$ cat src/hw/rtl/fsc_pkg.sv
// Shared constants and types for the frame stream checker.
`default_nettype none

package fsc_pkg;

  // Configuration register indexes.
  localparam int unsigned CfgIdxW = 1;
  localparam logic [CfgIdxW-1:0] CFG_MAX_FRAME_BYTES = 1'd0;
  localparam logic [CfgIdxW-1:0] CFG_SYNC_WORD       = 1'd1;

  // Reset values of the configuration registers.
  localparam logic [31:0] MAX_FRAME_BYTES_RST = 32'd265000;
  localparam logic [31:0] SYNC_WORD_RST       = 32'h708b309e;

  // Header length in words (legal range 2 to 4).
  localparam int unsigned HEADER_WORDS_DEF = 4;

  // Header word index width, enough for four header words.
  localparam int unsigned HdrIdxW = 2;

  // Words still to skip in the payload.
  localparam int unsigned WordsLeftW = 30;

  // One result item.
  typedef struct packed {
    logic        frame_done;
    logic        seq_error;
    logic        size_error;
    logic        hunting;
    logic [31:0] frame_count;
    logic [31:0] seq_error_count;
    logic [31:0] size_error_count;
  } fsc_result_t;

endpackage

`default_nettype wire

$ cat src/hw/rtl/fsc_core.sv
// Frame tracking state and per-word step logic of the frame stream checker.
`default_nettype none

module fsc_core
  import fsc_pkg::*;
#(
  parameter int unsigned HEADER_WORDS = HEADER_WORDS_DEF
) (
  input  wire logic        clk_i,
  input  wire logic        rst_ni,
  input  wire logic        step_i,
  input  wire logic [31:0] word_i,
  input  wire logic [31:0] max_frame_bytes_i,
  input  wire logic [31:0] sync_word_i,
  output fsc_result_t      res_o
);

  localparam logic [1:0] PH_HEADER  = 2'd0;
  localparam logic [1:0] PH_PAYLOAD = 2'd1;
  localparam logic [1:0] PH_HUNT    = 2'd2;

  localparam logic [HdrIdxW:0] LastIdxLimit = (HdrIdxW + 1)'(HEADER_WORDS);
  localparam logic [32:0]      HeaderBytes  = 33'(HEADER_WORDS * 4);

  logic [1:0]            phase_q, phase_d;
  logic [HdrIdxW-1:0]    hidx_q, hidx_d;
  logic [31:0]           frame_size_q, frame_size_d;
  logic [31:0]           frame_seq_q, frame_seq_d;
  logic [31:0]           last_seq_q, last_seq_d;
  logic [WordsLeftW-1:0] words_left_q, words_left_d;
  logic [31:0]           frames_q, frames_d;
  logic [31:0]           seq_errs_q, seq_errs_d;
  logic [31:0]           size_errs_q, size_errs_d;

  logic [WordsLeftW-1:0] wl_dec;
  logic [32:0]           pay_span;
  logic [WordsLeftW-1:0] pay_words;
  logic                  last_hdr;
  logic                  finish;
  logic                  seq_bad;
  logic                  done, sizee, hunt;

  always_comb begin
    phase_d      = phase_q;
    hidx_d       = hidx_q;
    frame_size_d = frame_size_q;
    frame_seq_d  = frame_seq_q;
    words_left_d = words_left_q;
    size_errs_d  = size_errs_q;
    finish       = 1'b0;
    sizee        = 1'b0;
    hunt         = 1'b0;

    wl_dec    = words_left_q - WordsLeftW'(1);
    last_hdr  = ({1'b0, hidx_q} + (HdrIdxW + 1)'(1)) >= LastIdxLimit;
    pay_span  = 33'd0;
    pay_words = '0;

    case (phase_q)
      PH_HUNT: begin
        hunt = 1'b1;
        if (word_i == sync_word_i) begin
          phase_d = PH_HEADER;
          hidx_d  = '0;
        end
      end
      PH_PAYLOAD: begin
        words_left_d = wl_dec;
        if (wl_dec == '0) begin
          finish  = 1'b1;
          phase_d = PH_HEADER;
          hidx_d  = '0;
        end
      end
      default: begin
        if (hidx_q == HdrIdxW'(0)) begin
          frame_size_d = word_i;
        end else if (hidx_q == HdrIdxW'(1)) begin
          frame_seq_d = word_i;
        end
        // rounded-up payload word count past the header
        if ({1'b0, frame_size_d} > HeaderBytes) begin
          pay_span  = {1'b0, frame_size_d} - HeaderBytes + 33'd3;
          pay_words = pay_span[WordsLeftW+1:2];
        end
        if (last_hdr) begin
          hidx_d = '0;
          if (frame_size_d > max_frame_bytes_i) begin
            sizee       = 1'b1;
            hunt        = 1'b1;
            size_errs_d = size_errs_q + 32'd1;
            phase_d     = PH_HUNT;
          end else begin
            words_left_d = pay_words;
            if (pay_words == '0) begin
              finish  = 1'b1;
              phase_d = PH_HEADER;
            end else begin
              phase_d = PH_PAYLOAD;
            end
          end
        end else begin
          hidx_d  = hidx_q + HdrIdxW'(1);
          phase_d = PH_HEADER;
        end
      end
    endcase

    // frame close: sequence check against previous id
    seq_bad    = finish && (frame_seq_d != (last_seq_q + 32'd1));
    done       = finish;
    last_seq_d = finish ? frame_seq_d : last_seq_q;
    frames_d   = finish ? frames_q + 32'd1 : frames_q;
    seq_errs_d = seq_bad ? seq_errs_q + 32'd1 : seq_errs_q;
  end

  always_ff @(posedge clk_i or negedge rst_ni) begin
    if (!rst_ni) begin
      phase_q      <= PH_HEADER;
      hidx_q       <= '0;
      frame_size_q <= '0;
      frame_seq_q  <= '0;
      last_seq_q   <= '0;
      words_left_q <= '0;
      frames_q     <= '0;
      seq_errs_q   <= '0;
      size_errs_q  <= '0;
    end else if (step_i) begin
      phase_q      <= phase_d;
      hidx_q       <= hidx_d;
      frame_size_q <= frame_size_d;
      frame_seq_q  <= frame_seq_d;
      last_seq_q   <= last_seq_d;
      words_left_q <= words_left_d;
      frames_q     <= frames_d;
      seq_errs_q   <= seq_errs_d;
      size_errs_q  <= size_errs_d;
    end
  end

  always_comb begin
    res_o.frame_done       = done;
    res_o.seq_error        = seq_bad;
    res_o.size_error       = sizee;
    res_o.hunting          = hunt;
    res_o.frame_count      = frames_d;
    res_o.seq_error_count  = seq_errs_d;
    res_o.size_error_count = size_errs_d;
  end

endmodule

`default_nettype wire

$ cat config.mk
export PLATFORM = sky130hd
export DESIGN_NAME = fsc_core
export DESIGN_NICKNAME = d
export VERILOG_FILES = /design/src/hw/rtl/fsc_pkg.sv /design/src/hw/rtl/fsc_core.sv
export SDC_FILE = /design/constraint.sdc
export NUM_CORES = 1
export LEC_CHECK = 0
export ABC_AREA = 0
export BUFFER_PORTS_ARGS = -buffer_cell sky130_fd_sc_hd__buf_2
export CORE_MARGIN = 2
export CORE_UTILIZATION = 56
export CTS_CLUSTER_SIZE = 25
export DETAILED_ROUTE_END_ITERATION = 10
export PLACE_DENSITY_LB_ADDON = 0.12
export RECOVER_POWER = 50
export SLEW_MARGIN = 20
export SYNTH_ARGS = -nofsm -noshare
export SYNTH_HDL_FRONTEND = slang
export SYNTH_SLANG_ARGS = --single-unit
$ cat constraint.sdc
create_clock -name clk_i -period 12.6 [get_ports clk_i]
set_input_delay 1.26 -clock clk_i [delete_from_list [all_inputs] [get_ports clk_i]]
set_output_delay 1.26 -clock clk_i [all_outputs]
set_load 0.01 [all_outputs]
==> metrics.log <==
INFO  metric status = finished, violations left
INFO  metric failed_checks = max-capacitance violations, max-slew violations
INFO  metric gr-total-overflow = 0
INFO  metric layout.cells.most_common_list = 226 x dfrtp_1, 197 x buf_2, 181 x xnor2_1
INFO  metric initial_core_util = 56.6%
INFO  metric timing.final.crit_period = 8.40 ns
INFO  metric cts_setup_buffers = 0
INFO  metric final.period_utilization = 66.6%
INFO  metric crit_path_top_delay_cell = clkbuf_1
INFO  metric syn-num-nets = roughly 1900
INFO  metric worstPathCellList = clkbuf_1 > clkbuf_1 > buf_4
INFO  metric clock_latency = 0.55 ns
INFO  metric crit_arrival = 8.97 ns
INFO  metric grt_setup_unrepaired = no
INFO  metric vdd_ir_drop_max = 184 uV
INFO  metric crit_path_max_incr_delay = 3.41 ns
INFO  metric cts_h_tree_depth = 1
INFO  metric power.density_cell_area = roughly 180 nW/um2
INFO  metric netlist_area = approximately 16000 um2
INFO  metric area_growth_syn_to_layout = 12.8%
INFO  metric die-width = 171 um
INFO  metric power_switching_share = about two fifths
INFO  metric cts_tree = yes
INFO  metric clock_skew_after_layout = 0.0164 ns
INFO  metric antenna_found_initial = 0
INFO  metric grt_pass1_vias = approximately 12000
INFO  metric mostFrequentLayoutCell = dfrtp_1
INFO  metric dp_hpwl = 31.0 mm
INFO  metric routed_wirelength = 41.9 mm
INFO  metric antenna_cells_inserted = 0
INFO  metric comb_power_share = 43.8%
INFO  metric cp-start-kind = input pin
INFO  metric drc_errors = 0
INFO  metric post_synth.cell_area_avg = 8.85 um2
INFO  metric portBuffers = slightly below 200
INFO  metric first_pass_iteration_count_of_the_detailed_router = 6
INFO  metric design.core.area = ~28000 um2
INFO  metric p_seq_share = 31.6%
INFO  metric final_core_utilization = 63.8%
INFO  metric timing_worst_slew_pin_value = 4.99 ns
INFO  metric count_of_pins_over_their_slew_limit = about 310
INFO  metric power_report.internal_total = 0.00194 W
INFO  metric clk_pin_slew = 0.06 ns
INFO  metric timing.max_cap.violations = 5
INFO  metric num_vias = approximately 13000
INFO  metric drt-initial-drc-count = about 1300
INFO  metric synthTopCellsByArea = dfrtp_1 36%, xnor2_1 10%, xor2_1 5.9%
INFO  metric grt_first_pass_wirelength = approximately 67 mm
INFO  metric yosys_warnings = 0
INFO  metric drive_above_1_share = 16.9%
INFO  metric yosys_register_bits = roughly 230
INFO  metric rows = 61
INFO  metric min_path_cells = 2
INFO  metric fp.dieArea = 29300 um2
INFO  metric dpl_worst_slack = about 6 ns
INFO  metric r2r_cells = 17
INFO  metric yosys.area.top_type = dfrtp_1
INFO  metric post_synth_inst_count = 1765
INFO  metric cts_repair_resized_insts = 0
INFO  metric global_route.usage.total = 28.7%
INFO  metric finalHoldViolations = 0
INFO  metric ctsRootBufferMaster = clkbuf_16
INFO  metric clock_power_share = 24.7%
INFO  metric finalSetupTns = 0 ns
INFO  metric worst-path-max-fanout = 91
INFO  metric vias_per_cell = 5.78
INFO  metric synth-seq-area-share = a little over a third
INFO  metric fin_nets = 2054
INFO  metric largest_net_degree_at_the_start_of_global_routing = around 90
INFO  metric timing.critical_path.required = 13.18 ns
INFO  metric category_of_the_critical_setup_timing_path = input pin to asynchronous set/reset pin
INFO  metric cts.sinks = 226
INFO  metric final_gp_congestion = about 0.99
INFO  metric switching_power = 0.00132 W
INFO  metric die_h = 171 um
INFO  metric setup_viol_count_final = 0
INFO  metric crit_top_cell = clkbuf_1
INFO  metric worstSetupEndpointType = asynchronous set/reset pin
INFO  metric post_cts_hold_buffer_count = 0
INFO  metric yosys.cell_types.count = 81
INFO  metric max_freq = 0.119 GHz
INFO  metric synthFlopType = dfrtp_1
INFO  metric wl_per_cell = 18.1 um
INFO  metric cts_buffer_depth = 3
INFO  metric power.leakage = 8.30 nW
INFO  metric min_path_type = flop to flop
INFO  metric numCtsBuffers = 27
INFO  metric pnr_worst_setup_slack = 4.20 ns
INFO  metric synth.top_cell.area_share = 36.2%
INFO  metric synth_enable_flop_cells = 0
INFO  metric fillCellCount = 2416
INFO  metric route.antenna.remaining_nets = 0
INFO  metric worst_slew_margin_rel = -233%
INFO  metric boundaryPins = 199
INFO  metric async_reset_ff_share = 100%
logic make-up after synthesis:
family                   count (synthesis)  share of synthesized area (%)
AND/OR/NAND/NOR                        676                           21.7
XOR/XNOR                               287                           16.1
AO/OA/AOI/OAI                          255                           10.3
flip-flops                             226                           36.2
buffers and inverters                  171                           5.04
multiplexers                           111                           7.52
adder cells (fa/ha/maj)                 39                           3.09
Yosys cell counts, drive strengths merged, types with 45 or more instances:
master and instances:
xor2 106, nor3 45, nand3 90, nor2 147
inv 83, mux2 48, o21ai 86, mux2i 63
a21oi 76, nand2 177, xnor2 181, dfrtp 226
and3 61, clkbuf 46
registers in the layout (all words and copies together) (netlist names):
signal,cells
frame_size_q,32
seq_errs_q,32
size_errs_q,32
hidx_q,2
words_left_q,30
frame_seq_q,32
last_seq_q,32
phase_q,2
frames_q,32
metrics by stage:
stage / hold WS [ns] / total power (W) / cells / cell area [um2]
final: 0.484 / 0.00325 / 2315 / 17600
after global routing: 0.514 / 0.00346 / 2315 / 17600
after CTS: 0.488 / 0.00325 / 2314 / 17600
after detailed placement: 0.475 / 0.00244 / 2266 / 16700
after global placement: 0.469 / 0.00241 / 2266 / 16700
after floorplan: 0.450 / 0.00209 / 1765 / 15600
path summary, 6_finish.rpt:
kind	startpoint	slack [ns]	endpoint
worst max-delay path	rst_ni	4.20	size_errs_q[10]
worst min-delay path	frame_seq_q[27]	0.48	frame_seq_q[27]
worst max register to register	hidx_q[0]	6.76	frames_q[28]
worst min register to register	frame_seq_q[27]	0.48	frame_seq_q[27]
max in group clk_i	hidx_q[0]	5.44	res_o[61]
min in group asynchronous	rst_ni	2.49	frames_q[6]
cell type report:
cell class	instances	area (um2)	share of cell area [%]
Multi-Input combinational cell	1368	9190	52.1
Sequential cell	226	5660	32.1
Timing Repair Buffer	212	1080	6.13
Clock buffer	40	805	4.56
Tap cell	378	473	2.68
Inverter	83	312	1.77
Clock inverter	8	113	0.639
power by group through the flow:
stage	logic (W)	clock network, W	registers [W]
after floorplan	0.00110	0	0.000987
after global placement	0.00138	0	0.00103
after detailed placement	0.00141	0	0.00103
after CTS	0.00141	0.000815	0.00102
after global routing	0.00157	0.000848	0.00105
final	0.00142	0.000803	0.00103
critical path, delay by kind of cell:
kind | cells | cell delay [ns]
buf+inv | 3 | 7.60
metal layers:
metal | up-vias | GRT usage [%] | routed length [um]
met3 | 99 | 3.93 | 2830
li1 | 6432 | - | -
met4 | 0 | 11.0 | 1650
met1 | 6327 | 42.6 | 19500
met2 | 529 | 42.4 | 17900
met5 | - | 0 | 0
Note: power is estimated with default switching activity, not from simulation.
